File: config.mk
export PLATFORM = sky130hd
export DESIGN_NAME = tmcw_regs
export DESIGN_NICKNAME = d
export VERILOG_FILES = /design/src/hdl/tmcw_pkg.sv /design/src/hdl/tmcw_regs.sv
export SDC_FILE = /design/constraint.sdc
export NUM_CORES = 1
export LEC_CHECK = 0
export BUFFER_PORTS_ARGS = -buffer_cell sky130_fd_sc_hd__buf_2
export CAP_MARGIN = 20
export CORE_UTILIZATION = 29
export CTS_BUF_LIST = sky130_fd_sc_hd__clkbuf_8 sky130_fd_sc_hd__clkbuf_16
export CTS_CLUSTER_SIZE = 16
export DETAILED_ROUTE_END_ITERATION = 12
export PLACE_DENSITY = 0.76
export SETUP_SLACK_MARGIN = 0.05
export SYNTH_ARGS = -nofsm -noshare
export SYNTH_HDL_FRONTEND = slang
export SYNTH_SLANG_ARGS = --single-unit
File: constraint.sdc
create_clock -name clk_i -period 0.8 [get_ports clk_i]
set_input_delay 0.04 -clock clk_i [delete_from_list [all_inputs] [get_ports clk_i]]
set_output_delay 0.04 -clock clk_i [all_outputs]
set_load 0.01 [all_outputs]
File: src/hdl/tmcw_pkg.sv
// Package for the text-mode character writer.
// Holds field widths, codes, the command type passed from front to back, and defaults.
// Depends on nothing; every other file of the block but tmcw_ram imports it.
package tmcw_pkg;

  localparam int unsigned ColumnsDefault = 80;
  localparam int unsigned RowsDefault    = 25;

  localparam int unsigned FuncW    = 2;
  localparam int unsigned CharW    = 8;
  localparam int unsigned ColorW   = 4;
  localparam int unsigned ReadColW = 7;
  localparam int unsigned ReadRowW = 5;
  localparam int unsigned CellW    = 2 * ColorW + CharW;

  localparam int unsigned QueueDepth = 2;
  localparam int unsigned TabStop    = 8;

  localparam int unsigned ApbAddrW = 3;
  localparam int unsigned ApbDataW = 32;
  localparam int unsigned RegSelLsb = 2;

  localparam logic [FuncW-1:0] FuncPut   = 2'd0;
  localparam logic [FuncW-1:0] FuncClear = 2'd1;
  localparam logic [FuncW-1:0] FuncRead  = 2'd2;

  localparam logic RegFg = 1'b0;
  localparam logic RegBg = 1'b1;

  localparam logic [CharW-1:0] ChTab   = 8'd9;
  localparam logic [CharW-1:0] ChLf    = 8'd10;
  localparam logic [CharW-1:0] ChCr    = 8'd13;
  localparam logic [CharW-1:0] ChSpace = 8'h20;

  localparam logic [ColorW-1:0] FgReset = 4'd7;
  localparam logic [ColorW-1:0] BgReset = 4'd0;
  localparam logic [CellW-1:0]  BlankCell = {{(2*ColorW){1'b0}}, ChSpace};

  typedef enum logic [2:0] {
    OP_NOP,
    OP_CR,
    OP_LF,
    OP_TAB,
    OP_GLYPH,
    OP_CLEAR,
    OP_READ
  } op_e;

  typedef struct packed {
    op_e                 op;
    logic [CharW-1:0]    code;
    logic [ReadColW-1:0] read_col;
    logic [ReadRowW-1:0] read_row;
  } cmd_t;

  typedef struct packed {
    logic [ColorW-1:0] fg;
    logic [ColorW-1:0] bg;
  } colors_t;

endpackage

File: src/hdl/tmcw_regs.sv
// APB-style color register file of the text-mode character writer.
// Depends on tmcw_pkg; a clear command from the back end restores the reset colors.
module tmcw_regs (
  input  logic                             clk_i,
  input  logic                             rst_ni,
  input  logic                             psel_i,
  input  logic                             penable_i,
  input  logic                             pwrite_i,
  input  logic [tmcw_pkg::ApbAddrW-1:0]    paddr_i,
  input  logic [tmcw_pkg::ApbDataW-1:0]    pwdata_i,
  output logic [tmcw_pkg::ApbDataW-1:0]    prdata_o,
  input  logic                             clr_colors_i,
  output tmcw_pkg::colors_t                colors_o
);
  import tmcw_pkg::*;

  logic [ColorW-1:0] fg_q, bg_q;
  logic              wr_en;
  logic              reg_sel;

  assign wr_en   = psel_i & penable_i & pwrite_i;
  assign reg_sel = paddr_i[RegSelLsb];

  always_ff @(posedge clk_i or negedge rst_ni) begin
    if (!rst_ni) begin
      fg_q <= FgReset;
      bg_q <= BgReset;
    end else if (clr_colors_i) begin
      fg_q <= FgReset;
      bg_q <= BgReset;
    end else if (wr_en) begin
      if (reg_sel == RegFg) begin
        fg_q <= pwdata_i[ColorW-1:0];
      end else begin
        bg_q <= pwdata_i[ColorW-1:0];
      end
    end
  end

  assign prdata_o    = (reg_sel == RegFg) ? ApbDataW'(fg_q) : ApbDataW'(bg_q);
  assign colors_o.fg = fg_q;
  assign colors_o.bg = bg_q;

endmodule

==> results of run 1 <==
==> path summary, 6_finish.rpt <==
path	startpoint	slack, ns	end
min in group asynchronous	rst_ni	0.20	bg_q[3]$_DFFE_PN0P_
worst max register to register	fg_q[1]$_DFFE_PN1P_	-0.08	fg_q[1]$_DFFE_PN1P_
max in group asynchronous	rst_ni	0.36	fg_q[2]$_DFFE_PN1P_
worst max-delay path	fg_q[3]$_DFFE_PN0P_	-0.27	prdata_o[3]
worst min register to register	fg_q[2]$_DFFE_PN1P_	0.56	fg_q[2]$_DFFE_PN1P_
worst min-delay path	pwdata_i[0]	0.07	fg_q[0]$_DFFE_PN1P_
==> cell usage in the layout, fill, tap and decap left out, types with 4 or more instances in the layout <==
| cell type | count |
|---|---|
| nand2b_1 | 6 |
| nor2_1 | 5 |
| mux2_4 | 4 |
| buf_2 | 10 |
| buf_6 | 19 |
| dfrtp_1 | 5 |
| mux2i_1 | 8 |
| conb_1 | 28 |
==> cells in the mapped netlist <==
cell type  count  share of area, %
and4_1         1               1.3
and4b_1        1               1.5
buf_4         28                32
buf_6          1               1.7
clkbuf_1       1              0.57
clkbuf_2       1              0.76
conb_1         1              0.57
dfrtp_1        5                19
dfstp_2        3                12
mux2_2         4               6.8
mux2i_1        8                12
nand2b_1       9               8.5
nor2_1         6               3.4
==> logic make-up after synthesis <==
| group | count (synthesis) | synth area share, % |
|---|---|---|
| other cells | 1 | 0.568 |
| buf+inv | 31 | 34.8 |
| simple gates | 17 | 14.8 |
| flops | 8 | 30.9 |
| mux | 12 | 18.9 |
==> power groups by stage <==
stage	Clock [mW]	Combinational, mW	Sequential (mW)
detailed placement	0	0.196	0.428
finish	0.509	0.261	0.424
CTS	0.523	0.241	0.424
global route	0.540	0.283	0.425
global placement	0	0.193	0.428
floorplan	0	0.220	0.433
==> layer usage <==
metal,up-vias,wire length (µm),track usage (%)
met2,38,683,16.9
met5,-,0,0
li1,228,-,-
met3,3,121,4.01
met4,0,25,5.71
met1,222,494,12.7
==> registers in the layout, summed over array words and instances, names as in the netlist <==
signal  flops
fg_q        4
bg_q        4
==> layout make-up <==
type                       instances  area (µm²)  area share (%)
tap                               27        33.8            3.57
multi-input combinational         57         368            38.8
clock inverter                     1        3.75           0.396
sequential                         8         204            21.5
clock buffer                       3        41.3            4.36
timing repair buffer              33         297            31.3
==> tightest hold or removal path, stage by stage <==
cell and delay (ns):
buf_2 0.10, nor2_1 0.08, mux2i_1 0.07
==> metrics by stage <==
step           cell area, µm²  setup TNS [ns]  std cells
2_1_floorplan             762               0         96
3_3_place_gp              721          -0.163        120
3_5_place_dp              721          -0.215        120
4_1_cts                   892           -2.01        127
5_1_grt                   947           -2.73        129
6_report                  947           -2.30        129
==> repair_timing <==
action	4_1_cts	5_1_grt
hold buffers	1	0
endpoints found under the hold margin	8	0
cloned	0	0
setup endpoints to repair	17	20
gates resized for setup	19	11
buffers inserted	4	5
==> flow_summary.yaml, run 1 <==
die:
  io_pins: 81
  dieArea_um2: 2470
  core_um2: 2040
  rows: 16
  die_w_um: 49.7
  dieHeight_um: 49.7
  initial_core_util_pct: 32.4
worst_setup_path:
  end_kind: "output port"
  path_buf_inv: 1
  crit_cells: 2
  crit_required_ns: 0.76
  start_kind: "register"
  slowest_delay_ns: 0.38
  cp_slowest_cell: "dfrtp_1"
  cp_max_fo: 2
  crit_arrival_ns: 1.03
  crit_family: "flip-flops"
  crit_type: "register to output port"
  path_cells: "mux2_4, buf_6"
  rr_worst_depth: 3
logic_synthesis:
  syn_area_um2: 661
  syn_area_per_cell_um2: 9.57
  ys_warn_count: 0
  yosys_register_bits: 8
  ys_seq_area_share_pct: 30.9
  syn_inst: 69
  ys_types: 13
route:
  drcViolationCount: 0
  drt-total-wl_mm: 1.33
  wl_per_cell_um: 10.3
  ant_nets: 0
  drt_first_pass_iters: 4
  vias: 491
  vias_per_cell: 3.81
  drt-initial-drc-count: 4
pwr:
  switching_share_pct: 26.9
  leakage_nw: 0.496
  ir_drop_v: 0.000705
  clockPowerShare_pct: 42.6
  combinationalPowerShare_pct: 21.9
  p_per_area_nw_per_um2: 1260
  p_switching_uw: 321
  sequentialPowerShare_pct: 35.5
  finalPower_mw: 1.19
  p_int_uw: 873
clock_tree:
  clk_latency_ns: 0.23
  cts_num_sinks: 8
  htree_levels: 1
  cts_tree: "done"
  clk_pin_slew_ns: 0.04
  cts_root_buffer: "clkbuf_8"
  cts_made_buffers: 3
  cts_max_path_buffers: 2
timing:
  hold_viol: 0
  skew_ns: 0
  drv_slew: 0
  fin_crit_sh_pct: 134
  min_period_ns: 1.07
  fin_ws_ns: -0.269
  finalSetupViolCount: 16
  fin_hold_ws_ns: 0.0675
  rsz0062_at_grt: "true"
  fmax_mhz: 935
cells_and_area:
  layout-drive-gt1-share_pct: 45.1
  antenna_cells: 0
  syn_to_final_growth_pct: 43.4
  n_fill_cell: 195
  fin_nets: 144
  fin_util_pct: 46.4
run:
  max_cap_violations: 0
grt:
  grt_use_total_pct: 10.8
  grt_max_degree: 16
  grt_pass1_wl_mm: 1.90
  grt_pass1_vias: 432
  antenna_found_initial: 0
  grt_remaining_overflow: 0
placed_design:
  portBuffers: 22
  dp_slack_ns: -0.0532
  gp_congestion: 0.680
outcome:
  violations: "negative setup slack"
  outcome: "finished with violations"
hold_path:
  hp-class: "input pin to register"
  hold_depth: 3
Power figures use the tool's default switching activity.
==> run 2: changes to the inputs <==
CORE_MARGIN = 5   (was default)
==> run 2 against run 1 <==
Against the previous run: critical endpoint is now prdata_o[2]; non-clock buffer count is 2 higher; the flow still finishes with violations (negative setup slack); routed wire length is 12% higher; sequential power hardly changed; largest cell class unchanged; die area is 35% higher.
==> flow_summary.yaml, run 2 (same netlist as run 1, synthesis figures left out) <==
timing:
  drv_slew: 0
  rsz0062_at_grt: "true"
  fin_crit_sh_pct: 132
  finalSetupViolCount: 16
  skew_ns: 0
  min_period_ns: 1.05
  hold_viol: 0
  fmax_mhz: 949
  fin_hold_ws_ns: 0.0770
  fin_ws_ns: -0.254
route:
  vias: 486
  ant_nets: 0
  wl_per_cell_um: 11.3
  drt_first_pass_iters: 3
  vias_per_cell: 3.68
  drt-initial-drc-count: 2
  drt-total-wl_mm: 1.49
  drcViolationCount: 0
pwr:
  ir_drop_v: 0.000558
  leakage_nw: 0.495
  finalPower_mw: 1.19
  p_per_area_nw_per_um2: 1250
worst_setup_path:
  crit_required_ns: 0.76
  crit_arrival_ns: 1.01
  start_kind: "register"
  crit_family: "flip-flops"
  cp_max_fo: 3
  crit_type: "register to output port"
  slowest_delay_ns: 0.54
  path_cells: "mux2_4, buf_6"
  end_kind: "output port"
  path_buf_inv: 1
  cp_slowest_cell: "dfstp_2"
placed_design:
  dp.cells: 122
  dp_slack_ns: -0.0992
  gp_congestion: 0.709
  portBuffers: 22
  dpl.hpwl_mm: 1.15
cells_and_area:
  multi_input_area_um2: 363
  final_cell_mix: "conb_1, buf_6, buf_2, mux2i_1, nand2b_1"
  syn_to_final_growth_pct: 44.1
  antenna_cells: 0
  n_fill_cell: 221
  finalNonFillerCells: 132
  regArea_um2: 204
  fin_util_pct: 43.5
  final_common_cell: "conb_1"
  fin_nets: 146
  reg_top3: "bg_q x4, fg_q x4"
  layout-drive-gt1-share_pct: 46.2
clock_tree:
  clk_latency_ns: 0.23
  cts_tree: "done"
  cts_max_path_buffers: 2
  cts_num_sinks: 8
  htree_levels: 1
  cts_made_buffers: 3
  clk_pin_slew_ns: 0.04
  cts_root_buffer: "clkbuf_8"
grt:
  grt_pass1_wl_mm: 2.17
  grt_max_degree: 16
  grt_remaining_overflow: 0
  grt_pass1_vias: 483
  antenna_found_initial: 0
  grt_use_total_pct: 8.81
die:
  initial_core_util_pct: 30.2
  dieHeight_um: 57.7
  rows: 17
  io_pins: 81
  dieArea_um2: 3330
  die_w_um: 57.7
  core_um2: 2190
run:
  max_cap_violations: 0
outcome:
  outcome: "finished with violations"
  violations: "negative setup slack"
hold_path:
  hp-class: "input pin to register"
==> run 2: metrics by stage <==
stage	setup TNS, ns	instance area (µm²)
6_report	-2.42	952
5_1_grt	-2.94	952
4_1_cts	-2.32	906
3_5_place_dp	-0.419	729
3_3_place_gp	-0.218	729
2_1_floorplan	0	762
==> run 2: worst min-delay path, stage by stage <==
cell	delay (ns)
buf_2	0.10
nor2_1	0.08
mux2i_1	0.08
==> run 2: report_power, final <==
group | leakage, nW | internal (mW) | switching [mW]
combinational | 0.367 | 0.121 | 0.142
sequential | 0.101 | 0.418 | 0.00617
clock | 0.0269 | 0.333 | 0.169
==> run 2: final timing paths <==
| check | start | end | slack (ns) | depth (start not counted) |
|---|---|---|---|---|
| max in group asynchronous | rst_ni | fg_q[2]$_DFFE_PN1P_ | 0.38 | 2 |
| min in group asynchronous | rst_ni | bg_q[1]$_DFFE_PN0P_ | 0.19 | 2 |
| worst max register to register | fg_q[1]$_DFFE_PN1P_ | fg_q[1]$_DFFE_PN1P_ | -0.13 | 4 |
| worst min register to register | bg_q[3]$_DFFE_PN0P_ | bg_q[3]$_DFFE_PN0P_ | 0.66 | 3 |
| worst max-delay path | fg_q[2]$_DFFE_PN1P_ | prdata_o[2] | -0.25 | 2 |
| worst min-delay path | pwdata_i[2] | fg_q[2]$_DFFE_PN1P_ | 0.08 | 3 |
==> run 2: layer usage <==
metal	part of all wire, %	up-vias	wire, µm	global-route usage (%)
met5	0	-	0	0
met4	1.1	0	16	4.97
li1	-	232	-	-
met2	51	31	758	13.7
met3	14	2	211	5.35
met1	34	221	504	9.13
==> run 2: area by class of cell <==
class,instances,share of cell area (%)
clock buffers,3,4.34
clock inverters,1,0.394
multi-input cells,57,38.1
flip-flops and latches,8,21.4
well taps,28,3.68
repair buffers,35,32.1
==> run 2: timing repair <==
item,CTS,global route
cloned,0,0
endpoints found under the setup margin,19,20
hold buffers,1,0
hold endpoints to repair,8,0
gates resized for setup,19,9
pin swaps,1,0
buffers inserted,4,5
