--- src/hdl/tmcw_pkg.sv ---
// Package for the text-mode character writer.
// Holds field widths, codes, the command type passed from front to back, and defaults.
// Depends on nothing; every other file of the block but tmcw_ram imports it.
package tmcw_pkg;

  localparam int unsigned ColumnsDefault = 80;
  localparam int unsigned RowsDefault    = 25;

  localparam int unsigned FuncW    = 2;
  localparam int unsigned CharW    = 8;
  localparam int unsigned ColorW   = 4;
  localparam int unsigned ReadColW = 7;
  localparam int unsigned ReadRowW = 5;
  localparam int unsigned CellW    = 2 * ColorW + CharW;

  localparam int unsigned QueueDepth = 2;
  localparam int unsigned TabStop    = 8;

  localparam int unsigned ApbAddrW = 3;
  localparam int unsigned ApbDataW = 32;
  localparam int unsigned RegSelLsb = 2;

  localparam logic [FuncW-1:0] FuncPut   = 2'd0;
  localparam logic [FuncW-1:0] FuncClear = 2'd1;
  localparam logic [FuncW-1:0] FuncRead  = 2'd2;

  localparam logic RegFg = 1'b0;
  localparam logic RegBg = 1'b1;

  localparam logic [CharW-1:0] ChTab   = 8'd9;
  localparam logic [CharW-1:0] ChLf    = 8'd10;
  localparam logic [CharW-1:0] ChCr    = 8'd13;
  localparam logic [CharW-1:0] ChSpace = 8'h20;

  localparam logic [ColorW-1:0] FgReset = 4'd7;
  localparam logic [ColorW-1:0] BgReset = 4'd0;
  localparam logic [CellW-1:0]  BlankCell = {{(2*ColorW){1'b0}}, ChSpace};

  typedef enum logic [2:0] {
    OP_NOP,
    OP_CR,
    OP_LF,
    OP_TAB,
    OP_GLYPH,
    OP_CLEAR,
    OP_READ
  } op_e;

  typedef struct packed {
    op_e                 op;
    logic [CharW-1:0]    code;
    logic [ReadColW-1:0] read_col;
    logic [ReadRowW-1:0] read_row;
  } cmd_t;

  typedef struct packed {
    logic [ColorW-1:0] fg;
    logic [ColorW-1:0] bg;
  } colors_t;

endpackage

--- src/hdl/tmcw_if.sv ---


interface tmcw_out_if;
  import tmcw_pkg::*;

  logic                valid;
  logic                ready;
  logic [CharW-1:0]    cell_char;
  logic [ColorW-1:0]   cell_fg;
  logic [ColorW-1:0]   cell_bg;
  logic [ReadColW-1:0] cursor_col;
  logic [ReadRowW-1:0] cursor_row;

  modport source (output valid, cell_char, cell_fg, cell_bg, cursor_col, cursor_row,
                  input ready);
  modport sink   (input valid, cell_char, cell_fg, cell_bg, cursor_col, cursor_row,
                  output ready);
endinterface

--- src/hdl/tmcw_back.sv ---
// Back end: executes commands against the cursor and the screen RAM, builds results.
// Depends on tmcw_pkg and tmcw_out_if; rows are stored in a rotating order with valid bits.
module tmcw_back #(
  parameter int unsigned Columns = tmcw_pkg::ColumnsDefault,
  parameter int unsigned Rows    = tmcw_pkg::RowsDefault
) (
  input  logic                                clk_i,
  input  logic                                rst_ni,
  input  logic                                cmd_valid_i,
  input  tmcw_pkg::cmd_t                      cmd_i,
  output logic                                cmd_pop_o,
  input  tmcw_pkg::colors_t                   colors_i,
  output logic                                clr_colors_o,
  output logic                                ram_we_o,
  output logic [$clog2(Columns*Rows)-1:0]     ram_addr_o,
  output logic [tmcw_pkg::CellW-1:0]          ram_wdata_o,
  input  logic [tmcw_pkg::CellW-1:0]          ram_rdata_i,
  tmcw_out_if.source                          out_o
);
  import tmcw_pkg::*;

  localparam int unsigned ColW  = $clog2(Columns + 1);
  localparam int unsigned RowW  = $clog2(Rows);
  localparam int unsigned AddrW = $clog2(Columns * Rows);

  typedef enum logic [2:0] {
    S_IDLE,
    S_DECODE,
    S_READ_ADDR,
    S_READ_DATA,
    S_PUT_ROW,
    S_PUT_CHECK,
    S_BLANK,
    S_WRITE
  } state_e;

  state_e            state_q;
  cmd_t              cmd_q;
  logic [ColW-1:0]   col_q, ptr_q, end_q;
  logic [RowW-1:0]   line_q, top_q, phys_q;
  logic [Rows-1:0]   row_valid_q;
  logic              out_valid_q, clr_q;
  logic [CharW-1:0]  res_char_q;
  logic [ColorW-1:0] res_fg_q, res_bg_q;

  logic              is_put, do_lf;
  logic [ColW:0]     tab_next;
  logic [ColW-1:0]   tab_end;

  function automatic logic [RowW-1:0] map_row(logic [RowW-1:0] row, logic [RowW-1:0] top);
    logic [RowW:0] sum;
    sum = {1'b0, row} + {1'b0, top};
    if (sum >= (RowW + 1)'(Rows)) begin
      sum = sum - (RowW + 1)'(Rows);
    end
    return sum[RowW-1:0];
  endfunction

  assign is_put = (cmd_q.op == OP_GLYPH) || (cmd_q.op == OP_TAB);
  assign do_lf  = (cmd_q.op == OP_LF) || (is_put && col_q >= ColW'(Columns));

  always_comb begin
    tab_next = ((ColW + 1)'(col_q) & ~(ColW + 1)'(TabStop - 1)) + (ColW + 1)'(TabStop);
    if (tab_next > (ColW + 1)'(Columns)) begin
      tab_end = ColW'(Columns);
    end else begin
      tab_end = tab_next[ColW-1:0];
    end
  end

  assign ram_we_o    = (state_q == S_BLANK) || (state_q == S_WRITE);
  assign ram_addr_o  = AddrW'(phys_q) * AddrW'(Columns) + AddrW'(ptr_q);
  assign ram_wdata_o = (state_q == S_BLANK) ? BlankCell :
                       {colors_i.bg, colors_i.fg,
                        (cmd_q.op == OP_TAB) ? ChSpace : cmd_q.code};

  assign cmd_pop_o    = (state_q == S_IDLE) && !out_valid_q && cmd_valid_i;
  assign clr_colors_o = clr_q;

  assign out_o.valid      = out_valid_q;
  assign out_o.cell_char  = res_char_q;
  assign out_o.cell_fg    = res_fg_q;
  assign out_o.cell_bg    = res_bg_q;
  assign out_o.cursor_col = ReadColW'(col_q);
  assign out_o.cursor_row = ReadRowW'(line_q);

  always_ff @(posedge clk_i or negedge rst_ni) begin
    if (!rst_ni) begin
      state_q     <= S_IDLE;
      col_q       <= '0;
      line_q      <= '0;
      top_q       <= '0;
      row_valid_q <= '0;
      out_valid_q <= 1'b0;
      clr_q       <= 1'b0;
    end else begin
      clr_q <= (state_q == S_DECODE) && (cmd_q.op == OP_CLEAR);
      if (out_valid_q && out_o.ready) begin
        out_valid_q <= 1'b0;
      end
      unique case (state_q)
        S_IDLE: begin
          if (cmd_pop_o) begin
            cmd_q   <= cmd_i;
            state_q <= S_DECODE;
          end
        end
        S_DECODE: begin
          if (do_lf) begin
            col_q <= '0;
            if (line_q == RowW'(Rows - 1)) begin
              top_q <= (top_q == RowW'(Rows - 1)) ? '0 : top_q + 1'b1;
              row_valid_q[top_q] <= 1'b0;
            end else begin
              line_q <= line_q + 1'b1;
            end
          end
          res_char_q <= '0;
          res_fg_q   <= '0;
          res_bg_q   <= '0;
          unique case (cmd_q.op)
            OP_READ: begin
              phys_q  <= map_row(RowW'(cmd_q.read_row), top_q);
              ptr_q   <= ColW'(cmd_q.read_col);
              state_q <= S_READ_ADDR;
            end
            OP_GLYPH, OP_TAB: begin
              state_q <= S_PUT_ROW;
            end
            OP_CLEAR: begin
              col_q       <= '0;
              line_q      <= '0;
              top_q       <= '0;
              row_valid_q <= '0;
              out_valid_q <= 1'b1;
              state_q     <= S_IDLE;
            end
            OP_CR: begin
              col_q       <= '0;
              out_valid_q <= 1'b1;
              state_q     <= S_IDLE;
            end
            default: begin
              out_valid_q <= 1'b1;
              state_q     <= S_IDLE;
            end
          endcase
        end
        S_READ_ADDR: begin
          if (row_valid_q[phys_q]) begin
            state_q <= S_READ_DATA;
          end else begin
            res_char_q  <= ChSpace;
            out_valid_q <= 1'b1;
            state_q     <= S_IDLE;
          end
        end
        S_READ_DATA: begin
          res_char_q  <= ram_rdata_i[CharW-1:0];
          res_fg_q    <= ram_rdata_i[CharW +: ColorW];
          res_bg_q    <= ram_rdata_i[CharW+ColorW +: ColorW];
          out_valid_q <= 1'b1;
          state_q     <= S_IDLE;
        end
        S_PUT_ROW: begin
          phys_q  <= map_row(line_q, top_q);
          ptr_q   <= col_q;
          end_q   <= (cmd_q.op == OP_TAB) ? tab_end : col_q + 1'b1;
          state_q <= S_PUT_CHECK;
        end
        S_PUT_CHECK: begin
          if (row_valid_q[phys_q]) begin
            state_q <= S_WRITE;
          end else begin
            ptr_q   <= '0;
            state_q <= S_BLANK;
          end
        end
        S_BLANK: begin
          if (ptr_q == ColW'(Columns - 1)) begin
            row_valid_q[phys_q] <= 1'b1;
            ptr_q   <= col_q;
            state_q <= S_WRITE;
          end else begin
            ptr_q <= ptr_q + 1'b1;
          end
        end
        S_WRITE: begin
          if (ptr_q + ColW'(1) == end_q) begin
            col_q       <= end_q;
            out_valid_q <= 1'b1;
            state_q     <= S_IDLE;
          end else begin
            ptr_q <= ptr_q + 1'b1;
          end
        end
        default: state_q <= S_IDLE;
      endcase
    end
  end

endmodule

--- src/flat_wrapper.sv ---
// flat-port wrapper written by rule: the top's interface ports become plain ports
module tmcw_back_flat import tmcw_pkg::*;
#(
  parameter int unsigned Columns = tmcw_pkg::ColumnsDefault,
  parameter int unsigned Rows    = tmcw_pkg::RowsDefault
)
  (clk_i, rst_ni, cmd_valid_i, cmd_i, cmd_pop_o, colors_i, clr_colors_o, ram_we_o, ram_addr_o, ram_wdata_o, ram_rdata_i, out_o_valid, out_o_cell_char, out_o_cell_fg, out_o_cell_bg, out_o_cursor_col, out_o_cursor_row, out_o_ready);
  tmcw_out_if out_o_i ();
  input  logic clk_i;
  input  logic rst_ni;
  input  logic cmd_valid_i;
  input  tmcw_pkg::cmd_t cmd_i;
  output logic cmd_pop_o;
  input  tmcw_pkg::colors_t colors_i;
  output logic clr_colors_o;
  output logic ram_we_o;
  output logic [$clog2(Columns*Rows)-1:0] ram_addr_o;
  output logic [tmcw_pkg::CellW-1:0] ram_wdata_o;
  input  logic [tmcw_pkg::CellW-1:0] ram_rdata_i;
  output wire logic [$bits(out_o_i.valid)-1:0] out_o_valid;
  output wire logic [$bits(out_o_i.cell_char)-1:0] out_o_cell_char;
  output wire logic [$bits(out_o_i.cell_fg)-1:0] out_o_cell_fg;
  output wire logic [$bits(out_o_i.cell_bg)-1:0] out_o_cell_bg;
  output wire logic [$bits(out_o_i.cursor_col)-1:0] out_o_cursor_col;
  output wire logic [$bits(out_o_i.cursor_row)-1:0] out_o_cursor_row;
  input wire logic [$bits(out_o_i.ready)-1:0] out_o_ready;
  assign out_o_valid = out_o_i.valid;
  assign out_o_cell_char = out_o_i.cell_char;
  assign out_o_cell_fg = out_o_i.cell_fg;
  assign out_o_cell_bg = out_o_i.cell_bg;
  assign out_o_cursor_col = out_o_i.cursor_col;
  assign out_o_cursor_row = out_o_i.cursor_row;
  assign out_o_i.ready = out_o_ready;
  tmcw_back #(.Columns(Columns), .Rows(Rows)) u_core (.clk_i(clk_i), .rst_ni(rst_ni), .cmd_valid_i(cmd_valid_i), .cmd_i(cmd_i), .cmd_pop_o(cmd_pop_o), .colors_i(colors_i), .clr_colors_o(clr_colors_o), .ram_we_o(ram_we_o), .ram_addr_o(ram_addr_o), .ram_wdata_o(ram_wdata_o), .ram_rdata_i(ram_rdata_i), .out_o(out_o_i));
endmodule
--- config.mk ---
export PLATFORM = sky130hd
export DESIGN_NAME = tmcw_back_flat
export DESIGN_NICKNAME = d
export VERILOG_FILES = /design/src/hdl/tmcw_pkg.sv /design/src/hdl/tmcw_if.sv /design/src/hdl/tmcw_back.sv /design/src/flat_wrapper.sv
export SDC_FILE = /design/constraint.sdc
export NUM_CORES = 1
export LEC_CHECK = 0
export BUFFER_PORTS_ARGS = -buffer_cell sky130_fd_sc_hd__buf_2
export CELL_PAD_IN_SITES_DETAIL_PLACEMENT = 1
export CELL_PAD_IN_SITES_GLOBAL_PLACEMENT = 2
export CORE_MARGIN = 4
export CORE_UTILIZATION = 30
export CTS_BUF_LIST = sky130_fd_sc_hd__clkbuf_8
export CTS_CLUSTER_DIAMETER = 50
export DETAILED_ROUTE_END_ITERATION = 8
export PLACE_DENSITY = 0.76
export SYNTH_ARGS = -nofsm -noshare
export SYNTH_HDL_FRONTEND = slang
export SYNTH_SLANG_ARGS = --single-unit
--- constraint.sdc ---
create_clock -name clk_i -period 3.03 [get_ports clk_i]
set_input_delay 0.1515 -clock clk_i [delete_from_list [all_inputs] [get_ports clk_i]]
set_output_delay 0.1515 -clock clk_i [all_outputs]
set_load 0.01 [all_outputs]
==> results of run 1 <==
## layout make-up
class,instances,area share
inverter,31,0.0148
clock inverter,7,0.0112
multi-input combinational,476,0.413
timing repair buffer,160,0.129
clock buffer,9,0.0158
sequential,105,0.372
tap,275,0.0438
## power by group through the flow
stage	Combinational [mW]	Sequential (mW)	Clock, mW
after CTS	2.97	2.22	1.01
after global routing	3.36	2.27	1.06
after detailed placement	2.89	2.28	0
after floorplan	1.93	2.17	0
final	3.01	2.22	0.964
after global placement	2.78	2.26	0
## what timing repair did
| item | CTS | global route |
|---|---|---|
| pin swaps | 0 | 6 |
| gates resized for setup | 0 | 13 |
| setup endpoints to repair | 1 | 3 |
| hold buffers | 24 | 0 |
| hold endpoints to repair | 70 | 0 |
| buffers inserted | 3 | 1 |
## flip-flops by register name, indices dropped and copies added, names as in the netlist
signal,cells
u_core.top_q,5
u_core.out_o.cell_fg,4
u_core.out_o.cursor_col,7
u_core.out_o.valid,1
u_core.out_o.cursor_row,5
u_core.state_q,3
u_core.cmd_q,23
u_core.out_o.cell_bg,4
u_core.clr_colors_o,1
u_core.phys_q,5
u_core.row_valid_q,25
u_core.end_q,7
u_core.ptr_q,7
u_core.out_o.cell_char,8
## per-stage QoR
stage	cells	area [µm²]	utilization	hold WS [ns]	power, mW
3_3_place_gp	1019	7290	0.348	0.00431	5.03
6_report	1063	7850	0.374	0.0389	6.20
2_1_floorplan	648	6380	-	-0.144	4.10
5_1_grt	1063	7850	0.374	0.0188	6.70
4_1_cts	1062	7760	0.371	0.0101	6.20
3_5_place_dp	1019	7290	0.348	0.00949	5.17
## logic make-up after synthesis
family	count (synthesis)	synth area share
AND/OR/NAND/NOR	214	0.178
buffers and inverters	67	0.0437
XOR/XNOR	33	0.0453
flip-flops	105	0.457
adder cells (fa/ha/maj)	38	0.0792
multiplexers	10	0.0249
AO/OA/AOI/OAI	181	0.172
## routing by layer
metal,routed length [µm],track usage,vias to the layer above
met5,0,0,-
met3,536,0.0236,21
met1,8310,0.202,2702
li1,-,-,2606
met2,10000,0.290,81
met4,304,0.0433,0
## placed cells by master (no fill, tap or decap), types with 3 or more instances in the layout
master / instances
o211ai_1: 7
nor2b_1: 14
inv_1: 33
buf_4: 25
o21ai_1: 9
nor3b_1: 6
a21oi_1: 44
nand3b_1: 3
nand4_1: 7
a31oi_1: 17
xnor2_1: 16
buf_2: 109
o21bai_1: 4
nand2b_1: 14
o31ai_1: 21
nor3_1: 8
and3_1: 13
ha_1: 32
and2_1: 29
nand3_1: 15
o21ai_0: 54
dlygate4sd3_1: 24
fa_1: 3
edfxtp_1: 58
mux2i_1: 5
xor2_1: 15
clkbuf_8: 9
dfrtp_1: 47
a21o_1: 6
nand2_1: 48
nor2_1: 40
## path summary, 6_finish.rpt
| path | from | end | slack (ns) | cells past startpoint |
|---|---|---|---|---|
| max in group asynchronous | rst_ni | u_core.row_valid_q[0] | 2.27 | 3 |
| setup / recovery | u_core.phys_q[1] | ram_addr_o[10] | 0.12 | 9 |
| hold reg to reg | u_core.row_valid_q[18] | u_core.row_valid_q[18] | 0.52 | 2 |
| hold / removal | ram_rdata_i[1] | u_core.out_o.cell_char[1] | 0.04 | 2 |
| setup reg to reg | u_core.top_q[0] | u_core.phys_q[3] | 0.27 | 11 |
| min in group asynchronous | rst_ni | u_core.out_o.cursor_col[0] | 0.14 | 2 |
==> results.md, run 1 <==
- Sink Count: 105
- Number of max-cap violations: 0
- Register share of total power: 0.359
- Clk_lat worst skew: 0.38 ns
- Chip width: 154 µm
- DR pass1 iterations: 4
- Fmax: 343 MHz
- Total Routing Usage GR: 0.161
- Initial antenna violation count: 0
- Synth-to-Final Area Change: 23.0%
- Crit path buf inv count: 2
- Total leakage power: 3.29 nW
- Max Root-Sink Buffers: 2
- Outcome: finished clean
- Gate power share: 0.486
- Yosys reg bits: 105
- Reg area: 0.00292 mm²
- Post-synth ARST share: 0.448
- Netlist cell types: 64
- Vias in the first global route: around 5800
- Multi-input logic area: 0.00324 mm²
- Core box area: 0.0210 mm²
- Clock-pin slew on the worst setup and hold paths: approximately 0.10 ns
- DP HPWL: 14700 µm
- Syn_area_per_cell: 9.84 µm²
- DP Worst Slack: 0.165 ns
- Ports: between 100 and 150
- CP max-delay cell: edfxtp_1
- Top-area cell type share of the netlist area: 0.273
- Int Power: 3.62 mW
- WL/cell: roughly 18 µm
- CTS tree: built
- Crit path arrival time: 2.76 ns
- Synth cell count leaders: 58 x edfxtp_1, 56 x o21ai_0, 48 x nand2_1
- Via count: roughly 5400
- Crit-path cells: ha_4 -> ha_4 -> inv_1 -> fa_2 -> xor2_2 -> nor3_2 -> xor2_1 -> xnor2_2 -> buf_2
- Syn Inst Count: between 600 and 700
- # DRC: 0
- Antenna Cells: 0
- Standard-cell row count: 53
- Total gr overflow: 0
- CP Max Fanout: 2
- Sw frac: 0.416
- Synthesized Nets: 737
- Most frequent CP cell: ha_4
- Worst slew margin: 0.347
- Routed WL: 19200 µm
- CP max stage delay: approximately 0.49 ns
- Worst slew pin tran: roughly 0.98 ns
- Crit end category: output pin
- Most used flip-flop cell after synthesis: edfxtp_1
- RePlAce Congestion: 0.819
- Die footprint: approximately 0.024 mm²
- Post-synth EDFFs: just under 60
- Period minus WS final: 2.91 ns
- CP top delay family: adder cells
- Final Skew: 0.0107 ns
- Largest net degree at the start of global routing: 34
- Max-slew violations: 0
- Tcrit/Tclk final: 0.962
- WS Path Type: flop to output pin
- Most common cell in the netlist: edfxtp_1
- Fill cells: 2447
- Via density: around 5.1
- Final setup margin: 0.116 ns
- Worst Setup Start Kind: flop
- Final Hold Viols: 0
- Clk pwr share: 0.156
- Clock root buffer: clkbuf_8
- Num CTS Buffers: 9
- I/O Buffers: 109
- CTS H-tree lvls: 3
- Pwr Density: 790 mW/mm²
- Synth area leaders: edfxtp_1 27%, dfrtp_1 18%, ha_1 6.7%, o21ai_0 4.4%, a21oi_1 3.5%
- Psw: approximately 2.6 mW
- Sequential fraction of the synthesis area: 0.457
- Peak supply drop: 0.228 mV
- Layout cells sized above 1: 0.216
- Initial Util: 0.304
- Post-synth top area cell: edfxtp_1
- Layout net count: 872
- Hold WC Path Type: primary input to flop
- Mapped cell area: 0.00638 mm²
- Final setup viols: 0
- Total Neg Setup Slack: 0 ns
- CP required: 2.88 ns
- Die height: 154 µm
- Yosys warning count: 0
- Post-route ant nets: 0
- DRT iter0 DRCs: 257
- First-pass GRT wire length: 31000 µm
- RSZ-0062 raised after global routing: no
Note: power is estimated with default switching activity, not from simulation.
==> inputs of run 2 (changes only) <==
- BUFFER_PORTS_ARGS: -buffer_cell sky130_fd_sc_hd__buf_2 -> default
- DONT_BUFFER_PORTS: default -> 1
- PLACE_DENSITY: 0.76 -> 0.69
==> results.md, run 2 (synthesis gave the netlist of run 1 again) <==
- Outcome: finished clean
- RSZ-0062 raised after global routing: no
- CTS H-tree lvls: 3
- Max-slew violations: 0
- Via count: 5100
- CP required: 2.88 ns
- Die height: 154 µm
- Biggest register: u_core.row_valid_q
- Met1 Usage GRT: 0.219
- Grt met3 use: 0.0388
- Clock-pin slew on the worst setup and hold paths: ~0.11 ns
- Layout net count: about 800
- Fill cells: 2416
- Final setup viols: 0
- Largest net degree at the start of global routing: 48
- Max Root-Sink Buffers: 2
- Worst slew pin tran: 0.769 ns
- CTS tree: built
- Standard-cell row count: 53
- Num CTS Buffers: 9
- Tcrit/Tclk final: 0.945
- DP HPWL: 14100 µm
- Core box area: 0.0210 mm²
- Psw: 2.50 mW
- WS Path Type: flop to output pin
- Layout cells sized above 1: 0.0821
- Hold WC Path Type: primary input to flop
- I/O Buffers: 0
- Vias in the first global route: 5593
- Number of max-cap violations: 0
- Total leakage power: about 2.9 nW
- Antenna Cells: 0
- Most common cell after layout, fill and taps aside: edfxtp_1
- Int Power: about 3.2 mW
- Crit path arrival time: 2.71 ns
- Routed WL: 19100 µm
- Max FFs per register: 25
- Synth-to-Final Area Change: 15.8%
- Sw frac: 0.437
- Worst Setup Start Kind: flop
- Chip width: roughly 150 µm
- Total Routing Usage GR: 0.162
- # DRC: 0
- Initial Util: 0.304
- RePlAce Congestion: 0.788
- Period minus WS final: 2.86 ns
- Peak supply drop: 0.314 mV
- Register share of total power: 0.401
- Ports: 110
- Dpl cell area: between 0.006 and 0.007 mm²
- DR pass1 iterations: 4
- Sink Count: ~110
- Met2 Use GR: 0.268
- Clk_lat worst skew: 0.39 ns
- Fin area: approximately 0.0074 mm²
- Worst slew margin: 0.486
- Pwr Density: 775 mW/mm²
- First-pass GRT wire length: slightly above 30000 µm
- Post-route ant nets: 0
- Via density: between 5 and 6
- Final Hold Viols: 0
- Die footprint: 0.0237 mm²
- CP Max Fanout: 4
- Fmax: 349 MHz
- DRT iter0 DRCs: 209
- Initial antenna violation count: 0
- Total gr overflow: 0
- Cell count after placement: 910
- Final Skew: 0.0141 ns
- Filler-free cell count of the finished design: 969
- WL/cell: 19.7 µm
- Gate power share: 0.454
- Total Neg Setup Slack: 0 ns
- Clk pwr share: 0.145
- Most frequent cells in the layout: 58 x edfxtp_1, 54 x o21ai_0, 48 x nand2_1
- Clock root buffer: clkbuf_8
- Crit end category: output pin
- Gr busiest metal: met2
==> run 2: through the flow <==
step	worst slack [ns]	hold slack, ns	power [mW]	util
floorplan	0.302	-0.144	4.10	-
global placement	0.236	-0.140	4.75	0.321
detailed placement	0.115	-0.141	4.84	0.321
CTS	0.0478	0.134	5.77	0.351
global route	0.0202	0.150	6.20	0.352
finish	0.167	0.177	5.73	0.352
==> run 2: area by class of cell <==
type,instances,area (µm²),share of cell area
Multi-Input combinational cell,476,3210,0.435
Sequential cell,105,2920,0.395
Timing Repair Buffer,66,618,0.0837
Tap cell,275,344,0.0466
Clock buffer,9,124,0.0168
Inverter,31,116,0.0158
Clock inverter,7,53.8,0.00728
==> run 2: worst max-delay path, cell delays in order (launching register included) <==
cell and delay, ns:
edfxtp_1 0.47, buf_4 0.19, ha_1 0.28, ha_1 0.17, inv_1 0.06, fa_2 0.35, xor2_2 0.20, nor3_2 0.20
xor2_1 0.19, xnor2_1 0.19
==> run 2: power groups by stage <==
stage,clock network [mW],registers (mW),logic [mW]
6_report,0.831,2.30,2.60
5_1_grt,0.930,2.35,2.92
4_1_cts,0.875,2.30,2.59
3_5_place_dp,0,2.33,2.51
3_3_place_gp,0,2.33,2.42
2_1_floorplan,0,2.17,1.93
==> run 2: path summary, 6_finish.rpt <==
kind,from,to,slack [ns],cells after the start
max,u_core.phys_q[1],ram_addr_o[10],0.17,9
min,cmd_valid_i,u_core.state_q[0],0.18,4
max reg2reg,u_core.top_q[0],u_core.phys_q[2],0.22,10
min reg2reg,u_core.row_valid_q[3],u_core.row_valid_q[3],0.52,2
max in group asynchronous,rst_ni,u_core.row_valid_q[13],2.52,2
min in group asynchronous,rst_ni,u_core.top_q[0],0.27,2
==> run 2: routing by layer <==
metal / share of wire / vias to the layer above
met1: 0.46 / 2560
li1: - / 2418
met2: 0.48 / 107
met5: 0 / -
met3: 0.045 / 15
met4: 0.0099 / 0
==> run 2: repair_timing <==
item	CTS	global route
hold buffers	42	0
hold endpoints to repair	87	0
pin swaps	0	3
setup endpoints to repair	1	6
setup buffers	1	0
gates resized for setup	0	6
