## src/hdl/tmcw_pkg.sv

```systemverilog
// Package for the text-mode character writer.
// Holds field widths, codes, the command type passed from front to back, and defaults.
// Depends on nothing; every other file of the block but tmcw_ram imports it.
package tmcw_pkg;

  localparam int unsigned ColumnsDefault = 80;
  localparam int unsigned RowsDefault    = 25;

  localparam int unsigned FuncW    = 2;
  localparam int unsigned CharW    = 8;
  localparam int unsigned ColorW   = 4;
  localparam int unsigned ReadColW = 7;
  localparam int unsigned ReadRowW = 5;
  localparam int unsigned CellW    = 2 * ColorW + CharW;

  localparam int unsigned QueueDepth = 2;
  localparam int unsigned TabStop    = 8;

  localparam int unsigned ApbAddrW = 3;
  localparam int unsigned ApbDataW = 32;
  localparam int unsigned RegSelLsb = 2;

  localparam logic [FuncW-1:0] FuncPut   = 2'd0;
  localparam logic [FuncW-1:0] FuncClear = 2'd1;
  localparam logic [FuncW-1:0] FuncRead  = 2'd2;

  localparam logic RegFg = 1'b0;
  localparam logic RegBg = 1'b1;

  localparam logic [CharW-1:0] ChTab   = 8'd9;
  localparam logic [CharW-1:0] ChLf    = 8'd10;
  localparam logic [CharW-1:0] ChCr    = 8'd13;
  localparam logic [CharW-1:0] ChSpace = 8'h20;

  localparam logic [ColorW-1:0] FgReset = 4'd7;
  localparam logic [ColorW-1:0] BgReset = 4'd0;
  localparam logic [CellW-1:0]  BlankCell = {{(2*ColorW){1'b0}}, ChSpace};

  typedef enum logic [2:0] {
    OP_NOP,
    OP_CR,
    OP_LF,
    OP_TAB,
    OP_GLYPH,
    OP_CLEAR,
    OP_READ
  } op_e;

  typedef struct packed {
    op_e                 op;
    logic [CharW-1:0]    code;
    logic [ReadColW-1:0] read_col;
    logic [ReadRowW-1:0] read_row;
  } cmd_t;

  typedef struct packed {
    logic [ColorW-1:0] fg;
    logic [ColorW-1:0] bg;
  } colors_t;

endpackage

```

## src/hdl/tmcw_if.sv

```systemverilog
// Valid/ready channel interfaces for the text-mode character writer.
// tmcw_in_if carries requests, tmcw_out_if carries results; both use tmcw_pkg widths.
interface tmcw_in_if;
  import tmcw_pkg::*;

  logic                valid;
  logic                ready;
  logic [FuncW-1:0]    func;
  logic [CharW-1:0]    char_code;
  logic [ReadColW-1:0] read_col;
  logic [ReadRowW-1:0] read_row;

  modport source (output valid, func, char_code, read_col, read_row, input ready);
  modport sink   (input valid, func, char_code, read_col, read_row, output ready);
endinterface


```

## src/hdl/tmcw_front.sv

```systemverilog
// Front end: accepts request transfers, classifies them into commands, and queues them.
// Depends on tmcw_pkg and tmcw_in_if; the back end pops the queue.
module tmcw_front #(
  parameter int unsigned Columns = tmcw_pkg::ColumnsDefault,
  parameter int unsigned Rows    = tmcw_pkg::RowsDefault
) (
  input  logic           clk_i,
  input  logic           rst_ni,
  tmcw_in_if.sink        in_i,
  output logic           cmd_valid_o,
  output tmcw_pkg::cmd_t cmd_o,
  input  logic           cmd_pop_i
);
  import tmcw_pkg::*;

  localparam int unsigned PtrW = $clog2(QueueDepth);
  localparam int unsigned CntW = $clog2(QueueDepth + 1);

  cmd_t            entry_q [QueueDepth];
  logic [PtrW-1:0] wr_ptr_q, rd_ptr_q;
  logic [CntW-1:0] count_q;
  cmd_t            new_cmd;
  logic            push, pop;

  always_comb begin
    new_cmd.code     = in_i.char_code;
    new_cmd.read_col = in_i.read_col;
    new_cmd.read_row = in_i.read_row;
    unique case (in_i.func)
      FuncPut: begin
        priority if (in_i.char_code == ChCr) begin
          new_cmd.op = OP_CR;
        end else if (in_i.char_code == ChLf) begin
          new_cmd.op = OP_LF;
        end else if (in_i.char_code == ChTab) begin
          new_cmd.op = OP_TAB;
        end else begin
          new_cmd.op = OP_GLYPH;
        end
      end
      FuncClear: new_cmd.op = OP_CLEAR;
      FuncRead: begin
        if (32'(in_i.read_col) < Columns && 32'(in_i.read_row) < Rows) begin
          new_cmd.op = OP_READ;
        end else begin
          new_cmd.op = OP_NOP;
        end
      end
      default: new_cmd.op = OP_NOP;
    endcase
  end

  assign in_i.ready  = (count_q != CntW'(QueueDepth));
  assign push        = in_i.valid & in_i.ready;
  assign cmd_valid_o = (count_q != '0);
  assign pop         = cmd_pop_i & cmd_valid_o;
  assign cmd_o       = entry_q[rd_ptr_q];

  always_ff @(posedge clk_i) begin
    if (push) begin
      entry_q[wr_ptr_q] <= new_cmd;
    end
  end

  always_ff @(posedge clk_i or negedge rst_ni) begin
    if (!rst_ni) begin
      wr_ptr_q <= '0;
      rd_ptr_q <= '0;
      count_q  <= '0;
    end else begin
      if (push) begin
        wr_ptr_q <= (wr_ptr_q == PtrW'(QueueDepth - 1)) ? '0 : wr_ptr_q + 1'b1;
      end
      if (pop) begin
        rd_ptr_q <= (rd_ptr_q == PtrW'(QueueDepth - 1)) ? '0 : rd_ptr_q + 1'b1;
      end
      if (push && !pop) begin
        count_q <= count_q + 1'b1;
      end else if (pop && !push) begin
        count_q <= count_q - 1'b1;
      end
    end
  end

endmodule

```

## src/flat_wrapper.sv

```systemverilog
// flat-port wrapper written by rule: the top's interface ports become plain ports
module tmcw_front_flat import tmcw_pkg::*;
#(
  parameter int unsigned Columns = tmcw_pkg::ColumnsDefault,
  parameter int unsigned Rows    = tmcw_pkg::RowsDefault
)
  (clk_i, rst_ni, cmd_valid_o, cmd_o, cmd_pop_i, in_i_valid, in_i_func, in_i_char_code, in_i_read_col, in_i_read_row, in_i_ready);
  tmcw_in_if in_i_i ();
  input  logic clk_i;
  input  logic rst_ni;
  output logic cmd_valid_o;
  output tmcw_pkg::cmd_t cmd_o;
  input  logic cmd_pop_i;
  input wire logic [$bits(in_i_i.valid)-1:0] in_i_valid;
  input wire logic [$bits(in_i_i.func)-1:0] in_i_func;
  input wire logic [$bits(in_i_i.char_code)-1:0] in_i_char_code;
  input wire logic [$bits(in_i_i.read_col)-1:0] in_i_read_col;
  input wire logic [$bits(in_i_i.read_row)-1:0] in_i_read_row;
  output wire logic [$bits(in_i_i.ready)-1:0] in_i_ready;
  assign in_i_i.valid = in_i_valid;
  assign in_i_i.func = in_i_func;
  assign in_i_i.char_code = in_i_char_code;
  assign in_i_i.read_col = in_i_read_col;
  assign in_i_i.read_row = in_i_read_row;
  assign in_i_ready = in_i_i.ready;
  tmcw_front #(.Columns(Columns), .Rows(Rows)) u_core (.clk_i(clk_i), .rst_ni(rst_ni), .in_i(in_i_i), .cmd_valid_o(cmd_valid_o), .cmd_o(cmd_o), .cmd_pop_i(cmd_pop_i));
endmodule
```

## config.mk

```make
export PLATFORM = sky130hd
export DESIGN_NAME = tmcw_front_flat
export DESIGN_NICKNAME = d
export VERILOG_FILES = /design/src/hdl/tmcw_pkg.sv /design/src/hdl/tmcw_if.sv /design/src/hdl/tmcw_front.sv /design/src/flat_wrapper.sv
export SDC_FILE = /design/constraint.sdc
export NUM_CORES = 1
export LEC_CHECK = 0
export BUFFER_PORTS_ARGS = -buffer_cell sky130_fd_sc_hd__buf_2
export CAP_MARGIN = 30
export CORE_MARGIN = 2
export CORE_UTILIZATION = 58
export CTS_BUF_LIST = sky130_fd_sc_hd__clkbuf_8
export CTS_CLUSTER_DIAMETER = 150
export DETAILED_ROUTE_END_ITERATION = 8
export PLACE_DENSITY = 0.86
export SYNTH_ARGS = -nofsm -noshare
export SYNTH_HDL_FRONTEND = slang
export SYNTH_SLANG_ARGS = --single-unit
```

## constraint.sdc

```tcl
create_clock -name clk_i -period 5.46 [get_ports clk_i]
set_input_delay 0.546 -clock clk_i [delete_from_list [all_inputs] [get_ports clk_i]]
set_output_delay 0.546 -clock clk_i [all_outputs]
set_load 0.01 [all_outputs]
```

==> impl_metrics.tcl, run 1 <==
set metrics [dict create \
    outcome "finished, final reports clean" \
    crit_chain "buf_8 -> mux2_2 -> buf_2" \
    synthSimpleGateAreaFrac_pct 4.574 \
    power.leakage_nw 0.9354 \
    layout.nets 188 \
    drt-wirelength-per-cell_um 16.67 \
    grt_max_degree 25 \
    syn_area_per_cell_sq_um 18.94 \
    ys_seq_area_share_pct 75.22 \
    synth_area_sq_mm 0.001969 \
    drive_above_1_share_pct 54.94 \
    cts_made_buffers 5 \
    post-route-min-period_ps 2264 \
    grt_overflow 0 \
    maxCapViolCount 0 \
    root_buffer "clkbuf_8" \
    synth_mux_area_share_pct 13.15 \
    dieArea_sq_mm 0.003878 \
    hpwl_um 2480 \
    placed_area_sq_mm 0.002320 \
    boundaryPins 51 \
    power_per_cell_area_mw_per_mm2 506.6 \
    die_w_um 62.27 \
    drt_iter0_drc 40 \
    syn_inst 104 \
    cts_hold_buffers 0 \
    grt_pass1_wl_um 5609 \
    final_cells 208 \
    start_util_pct 59.49 \
    worstSetupPathType "reg -> out" \
    io_buffers 50 \
    grtUsageTotal_pct 19.89 \
    drc 0 \
    cts_setup_buffers 0 \
    mostFrequentLayoutCell "buf_2" \
    clk_path_buf_depth 2 \
    critPathLaunchType "flop" \
    clk_latency_ps 310 \
    reg2reg_from "u_core.count_q[0]" \
    reg2regPathDepth 4 \
    wirelength_um 3467 \
    synth_adder_area_share_pct 0.6353 \
    tightestPinTransition_ps 527.5 \
    slew_headroom_pct 64.83 \
    crit_arrival_ps 1720 \
    finalSetupViolations 0 \
    clkTransAtPathRegs_ps 90 \
    synth_top_area_share_pct 70.14 \
    yosys.area.top_type "edfxtp_1" \
    ant_nets 0 \
    final_cell_mix "buf_2 (50), edfxtp_1 (46), mux2_2 (23)" \
    dr.pass1.iters 4 \
    vias 1103 \
    setup_tns_ps 0 \
    crit_slowest_cell "dfrtp_1" \
    peakVddDrop_mv 0.2401 \
    cp.required_ps 4910 \
    skew_ps 7.293 \
    area_growth_pct 24.46 \
    antenna_found_initial 0 \
    viasPerCell 5.303 \
    cts_resized 0 \
    grt_pass1_vias 1144 \
    max_freq_mhz 441.7 \
    drv_slew 0 \
    dp_cells 199 \
    syn-num-nets 131 \
    row_count 21 \
    ys_ff_latch 50 \
    synthTopCellsByArea "edfxtp_1 (70%), mux2_2 (13%), dfrtp_1 (5.1%), xnor2_1 (1.8%), nor4_4 (1.1%)" \
    grt_setup_unrepaired "false" \
    final_cell_area_sq_mm 0.002451 \
    cpPeakStageDelay_ps 680 \
    synth_compound_area_share_pct 2.605 \
    diodes 0 \
    nFillCells 231 \
    core_sq_mm 0.003311 \
    die_h_um 62.27 \
    post-route-period-util_pct 41.46 \
    critPathCaptureType "primary output" \
    htreeDepth 2 \
    synthXorXnorAreaFrac_pct 2.668 \
    synth_top_family_by_area "multiplexers" \
    worstPathMaxFanout 14 \
    hold_viol_final 0 \
    min_path_type "in -> async" \
    place.gp.congestion 0.7304 \
    r2r_setup_slack_ps 3900 \
    synth_cell_types 24 \
    reg2reg_to "u_core.entry_q[0][1]" \
    clock-sinks 50 \
    ys_warn_count 0 \
    cts_tree "built" \
]
## cell usage after synthesis (all sizes together)
master  number
inv          2
a21oi        1
nand4        1
dfrtp        4
nor4         1
mux2        23
o311ai       1
and3         1
xor2         2
ha           1
o21ai        2
nand2b       1
edfxtp      46
xnor2        4
nand3        2
nor2         2
nor2b        1
buf          3
nand2        2
o2111a       1
or2          1
nor3b        1
o41ai        1
## report_power, final
part           internal, W  leakage [nW]  switching, W
combinational     0.000208         0.402      0.000197
clock             0.000139        0.0587      0.000124
sequential        0.000526         0.475     0.0000474
total             0.000873         0.935      0.000369
## flip-flops by register name, summed over array words and instances, names as in the netlist
signal	count
u_core.entry_q	46
u_core.count_q	2
u_core.rd_ptr_q	1
u_core.wr_ptr_q	1
## how the worst max path moves through the flow
| stage | start | end | depth (start not counted) |
|---|---|---|---|
| floorplan | u_core.count_q[0] | u_core.entry_q[0][0] | 3 |
| global placement | u_core.rd_ptr_q | cmd_o[22] | 2 |
| detailed placement | u_core.rd_ptr_q | cmd_o[3] | 2 |
| CTS | u_core.rd_ptr_q | cmd_o[3] | 2 |
| global route | u_core.rd_ptr_q | cmd_o[3] | 3 |
| finish | u_core.rd_ptr_q | cmd_o[3] | 3 |
## area by class of cell
cell class	instances	area (sq um)	share of cell area, %
clock inverters	3	47.55	1.940
multi-input cells	49	467.9	19.09
clock buffers	5	68.82	2.808
repair buffers	53	320.3	13.07
flip-flops and latches	50	1481	60.44
inverters	2	7.507	0.3063
well taps	46	57.56	2.348
## stage by stage
step / util [%] / power, W / hold WS [ps] / setup slack (ps)
floorplan: - / 0.0008148 / 250.4 / 3374
global placement: 68.41 / 0.0009322 / 350.2 / 3376
detailed placement: 70.07 / 0.0009795 / 356.9 / 3363
CTS: 73.58 / 0.001241 / 22.28 / 3003
global route: 74.04 / 0.001303 / 11.30 / 3123
finish: 74.04 / 0.001242 / 24.17 / 3196
## critical path, delay by kind of cell (launching register included)
kind | cells | cell delay, ps
mux | 1 | 350
flops | 1 | 680
buf+inv | 2 | 370
## logic make-up after synthesis
logic type	Yosys count
AOI/OAI and AO/OA	6
muxes	23
DFF	50
and+or+nand+nor	13
xor gates and xnor gates	6
buffers and inverters	5
adders and majority gates	1
## per-layer routing
layer	wire [um]	vias up	GRT usage (%)
li1	-	518	-
met1	1327	552	22.46
met2	1892	29	34.24
met3	189	4	7.790
met4	57	0	7.500
met5	0	-	0
(Power assumes the default switching activity.)
==> inputs of run 2 (changes only) <==
--- a/config.mk
+++ b/config.mk
@@ -8,11 +8,11 @@
 export BUFFER_PORTS_ARGS = -buffer_cell sky130_fd_sc_hd__buf_2
 export CAP_MARGIN = 30
 export CORE_MARGIN = 2
-export CORE_UTILIZATION = 58
+export CORE_UTILIZATION = 54
 export CTS_BUF_LIST = sky130_fd_sc_hd__clkbuf_8
 export CTS_CLUSTER_DIAMETER = 150
 export DETAILED_ROUTE_END_ITERATION = 8
-export PLACE_DENSITY = 0.86
+export PLACE_DENSITY = 0.81
 export SYNTH_ARGS = -nofsm -noshare
 export SYNTH_HDL_FRONTEND = slang
 export SYNTH_SLANG_ARGS = --single-unit
==> constraint.sdc (replaced) <==
create_clock -name clk_i -period 2.3 [get_ports clk_i]
set_input_delay 0.23 -clock clk_i [delete_from_list [all_inputs] [get_ports clk_i]]
set_output_delay 0.23 -clock clk_i [all_outputs]
set_load 0.01 [all_outputs]
==> run 2 against run 1 <==
Net effect: register-to-register slack lost 3100 ps; critical endpoint is now cmd_o[2]; clock skew barely moved; largest cell class unchanged; critical path type unchanged; wire length fell by 4.6%; sequential power up 130%.
==> impl_metrics.tcl, run 2 (same netlist as run 1, synthesis figures left out) <==
set metrics [dict create \
    outcome "finished, final reports clean" \
    drt_iter0_drc 33 \
    boundaryPins 51 \
    place.gp.congestion 0.7749 \
    drive_above_1_share_pct 53.99 \
    worstPathMaxFanout 20 \
    largest_register_ffs 46 \
    power.total_w 0.002930 \
    final_cell_mix "buf_2 (50), edfxtp_1 (46), mux2_2 (23)" \
    drc 0 \
    grt_pass1_wl_um 5285 \
    final_cells 209 \
    intPower_w 0.002116 \
    wirelength_um 3306 \
    final_util_pct 71.14 \
    power_per_cell_area_mw_per_mm2 1206 \
    area_growth_pct 23.38 \
    p_clk_share_pct 23.7 \
    dieArea_sq_mm 0.004146 \
    clk_latency_ps 290 \
    hold_viol_final 0 \
    diodes 0 \
    p_comb_share_pct 31.0 \
    post-route-min-period_ps 1779 \
    p_sw_w 0.0008147 \
    hpwl_um 2221 \
    ant_nets 0 \
    dr.pass1.iters 4 \
    cts_tree "built" \
    grt_setup_unrepaired "false" \
    start_util_pct 57.66 \
    reg_top3 "u_core.entry_q: 46 flops, u_core.count_q: 2 flops" \
    grt_pass1_vias 1163 \
    core_sq_mm 0.003416 \
    row_count 21 \
    drt-wirelength-per-cell_um 15.82 \
    nFillCells 241 \
    tightestPinTransition_ps 349.2 \
    maxCapViolCount 0 \
    slew_headroom_pct 76.43 \
    clk_path_buf_depth 2 \
    netSwitchingFraction_pct 27.80 \
    clkTransAtPathRegs_ps 80 \
    skew_ps 7.156 \
    root_buffer "clkbuf_8" \
    finalSetupViolations 0 \
    drv_slew 0 \
    antenna_found_initial 0 \
    htreeDepth 2 \
    vias 1079 \
    cts_made_buffers 5 \
    clock-sinks 50 \
    max_freq_mhz 562.1 \
    critPathLaunchType "flop" \
    top_register "u_core.entry_q" \
    grt_max_degree 24 \
    layout.nets 189 \
    post-route-period-util_pct 77.35 \
    min_path_type "in -> reg" \
    dp_cells 200 \
    peakVddDrop_mv 0.7686 \
    critPathCaptureType "primary output" \
    io_buffers 50 \
    grt_overflow 0 \
    die_w_um 64.39 \
    viasPerCell 5.163 \
    worstSetupPathType "reg -> out" \
    crit_arrival_ps 1550 \
    seqPwrFrac_pct 45.4 \
    mostFrequentLayoutCell "buf_2" \
    cp.required_ps 2070 \
    power.leakage_nw 0.9306 \
    grtUsageTotal_pct 17.76 \
    setup_tns_ps 0 \
    die_h_um 64.39 \
]
run 2: cell count changes in the layout (fill, tap and decap cells not counted):
cell / change
clkinv_4: -1
bufinv_16: +1
buf_16: -2
dlygate4sd3_1: +1
clkinv_1: +1
buf_8: -1
inv_6: -1
buf_4: +3
run 2: area by class of cell:
class                           count  area (sq um)  share of cell area (%)
Sequential cell                    50          1481                   60.97
Multi-Input combinational cell     49         467.9                   19.26
Timing Repair Buffer               54         282.8                   11.64
Clock buffer                        5         68.82                   2.832
Clock inverter                      3         63.81                   2.626
Tap cell                           46         57.56                   2.369
Inverter                            2         7.507                  0.3090
run 2: critical path, stage by stage (launching register included):
cell and delay [ps]:
dfrtp_1 430, buf_4 310, mux2_2 370, buf_2 140
run 2: metal layers:
metal / share of wire, % / GRT usage, % / up-vias
met5: 0 / 0 / -
met4: 1.6 / 9.840 / 0
met3: 4.3 / 3.873 / 5
met2: 54 / 31.12 / 31
met1: 40 / 20.07 / 526
li1: - / - / 517
run 2: repair_timing:
action                     in CTS  in global routing
setup buffers                   0                  0
hold buffers                    1                  0
hold endpoints to repair        4                  0
setup endpoints to repair       0                  0
gates resized for setup         0                  0
run 2: through the flow:
stage	setup slack, ps	hold slack, ps	area, sq um
2_1_floorplan	214.4	-65.59	1969
3_3_place_gp	828.2	37.87	2287
3_5_place_dp	817.7	43.52	2287
4_1_cts	482.1	110.1	2430
5_1_grt	419.4	110.5	2430
6_report	520.9	125.3	2430
run 2: worst paths after layout:
check                                   from                   end  slack [ps]  depth (start not counted)
setup / recovery             u_core.rd_ptr_q              cmd_o[2]         520                          3
hold / removal              in_i_read_col[1]  u_core.entry_q[0][6]         130                          1
setup reg to reg           u_core.count_q[0]     u_core.count_q[1]         800                          6
hold reg to reg            u_core.count_q[1]     u_core.count_q[1]         490                          1
max in group asynchronous             rst_ni       u_core.rd_ptr_q        1870                          2
min in group asynchronous             rst_ni     u_core.count_q[1]         300                          2
run 2: power by group through the flow:
stage | Combinational [W] | Sequential (W) | Clock, W
floorplan | 0.000615 | 0.00132 | 0
global placement | 0.000903 | 0.00134 | 0
detailed placement | 0.000915 | 0.00135 | 0
CTS | 0.000925 | 0.00133 | 0.000715
global route | 0.000989 | 0.00135 | 0.000736
finish | 0.000907 | 0.00133 | 0.000694
==> inputs of run 3 (changes only) <==
==> constraint.sdc (replaced) <==
create_clock -name clk_i -period 1.69 [get_ports clk_i]
set_input_delay 0.169 -clock clk_i [delete_from_list [all_inputs] [get_ports clk_i]]
set_output_delay 0.169 -clock clk_i [all_outputs]
set_load 0.01 [all_outputs]
==> run 3 against run 2 <==
Net effect: non-clock buffer count grew 1; total power grew 29%; sequential cell count is the same; largest power group unchanged; highest routed layer unchanged.
==> impl_metrics.tcl, run 3 (same netlist as run 1, synthesis figures left out) <==
set metrics [dict create \
    outcome "finished, final reports clean" \
    critPathCaptureType "primary output" \
    layout.nets 190 \
    worstSetupPathType "reg -> out" \
    cts_hold_buffers 1 \
    row_count 21 \
    p_comb_share_pct 35.2 \
    boundaryPins 51 \
    drive_above_1_share_pct 54.88 \
    netSwitchingFraction_pct 30.19 \
    seqPwrFrac_pct 47.5 \
    diodes 0 \
    r2r_setup_slack_ps 160 \
    p_clk_share_pct 17.4 \
    grt_max_degree 24 \
    cts_setup_buffers 0 \
    drv_slew 0 \
    slew_headroom_pct 75.38 \
    largest_register_ffs 46 \
    core_sq_mm 0.003416 \
    grt_pass1_vias 1119 \
    clk_path_buf_depth 2 \
    hpwl_um 2269 \
    start_util_pct 57.66 \
    min_path_type "in -> reg" \
    place.gp.congestion 0.7540 \
    p_sw_w 0.001144 \
    reg2reg_to "u_core.count_q[1]" \
    grtUsageTotal_pct 17.69 \
    root_buffer "clkbuf_8" \
    worstHoldStart "in_i_read_col[2]" \
    final_util_pct 70.99 \
    area_growth_pct 23.13 \
    skew_ps 3.033 \
    post-route-min-period_ps 1578 \
    clkTransAtPathRegs_ps 80 \
    tightestPinTransition_ps 364.7 \
    power_per_cell_area_mw_per_mm2 1562 \
    dieArea_sq_mm 0.004146 \
    cp.required_ps 1520 \
    critPathLaunchType "flop" \
    grt_setup_unrepaired "false" \
    hold_path_end "u_core.entry_q[1][7]" \
    mostFrequentLayoutCell "buf_2" \
    worstPathMaxFanout 15 \
    grt_pass1_wl_um 5092 \
    final_cell_mix "buf_2 (50), edfxtp_1 (46), mux2_2 (23)" \
    finalSetupViolations 0 \
    die_w_um 64.39 \
    wirelength_um 3162 \
    ant_nets 0 \
    max_freq_mhz 633.6 \
    setup_tns_ps 0 \
    cts_tree "built" \
    dr.pass1.iters 4 \
    power.leakage_nw 0.9212 \
    drt-wirelength-per-cell_um 15.06 \
    maxCapViolCount 0 \
    cp-startpoint "u_core.rd_ptr_q" \
    reg2reg_from "u_core.count_q[0]" \
    clk_latency_ps 300 \
    intPower_w 0.002644 \
    clock-sinks 50 \
    grt_overflow 0 \
    viasPerCell 5.029 \
    top_register "u_core.entry_q" \
    reg2regPathDepth 7 \
    cts_resized 0 \
    die_h_um 64.39 \
    antenna_found_initial 0 \
    io_buffers 50 \
    crit_arrival_ps 1410 \
    cts_made_buffers 5 \
    drc 0 \
    post-route-period-util_pct 93.39 \
    peakVddDrop_mv 0.9201 \
    htreeDepth 2 \
    hold_depth 1 \
    vias 1056 \
    reg_top3 "u_core.entry_q: 46 flops, u_core.count_q: 2 flops" \
    drt_iter0_drc 53 \
    hold_viol_final 0 \
]
## run 3: worst max-delay path, stage by stage (launching register included)
cell	delay (ps)
dfrtp_1	350
buf_4	240
mux2_2	380
buf_2	140
## run 3: worst max-delay path by stage
stage                           endpoint  cells after the start
floorplan           u_core.entry_q[1][0]                      2
global placement       u_core.count_q[1]                      7
detailed placement     u_core.count_q[1]                      6
CTS                            cmd_o[20]                      3
global route           u_core.count_q[1]                      7
finish                         cmd_o[20]                      3
## run 3: power by group through the flow
stage          sequential, W  combinational (W)  clock (W)
2_1_floorplan        0.00180           0.000846          0
3_3_place_gp         0.00181            0.00132          0
3_5_place_dp         0.00183            0.00134          0
4_1_cts              0.00180            0.00135   0.000679
5_1_grt              0.00183            0.00145   0.000743
6_report             0.00180            0.00133   0.000658
## run 3: layout make-up
cell class / instances / area (sq um)
clock buffers: 5 / 68.82
multi-input cells: 49 / 473.0
clock inverters: 3 / 21.27
flip-flops and latches: 50 / 1481
fillers: 238 / 991.0
repair buffers: 55 / 315.3
inverters: 2 / 7.507
well taps: 46 / 57.56
## run 3: per-layer routing
metal / vias to the layer above / part of all wire, % / wire (um) / global-route usage (%)
li1: 522 / - / - / -
met1: 502 / 38 / 1194 / 18.87
met2: 30 / 56 / 1765 / 30.47
met3: 2 / 5.9 / 187 / 7.042
met4: 0 / 0.47 / 15 / 8.511
met5: - / 0 / 0 / 0
## run 3: per-stage QoR
stage          power, W  area [sq um]  setup slack, ps  hold slack, ps  instances
2_1_floorplan  0.002644          1977            74.45          -126.6        104
3_3_place_gp   0.003126          2325            260.8          -24.70        201
3_5_place_dp   0.003171          2325            185.4          -20.45        201
4_1_cts        0.003831          2425            102.5           45.96        210
5_1_grt        0.004017          2425            29.06           36.63        210
6_report       0.003788          2425            111.7           59.66        210
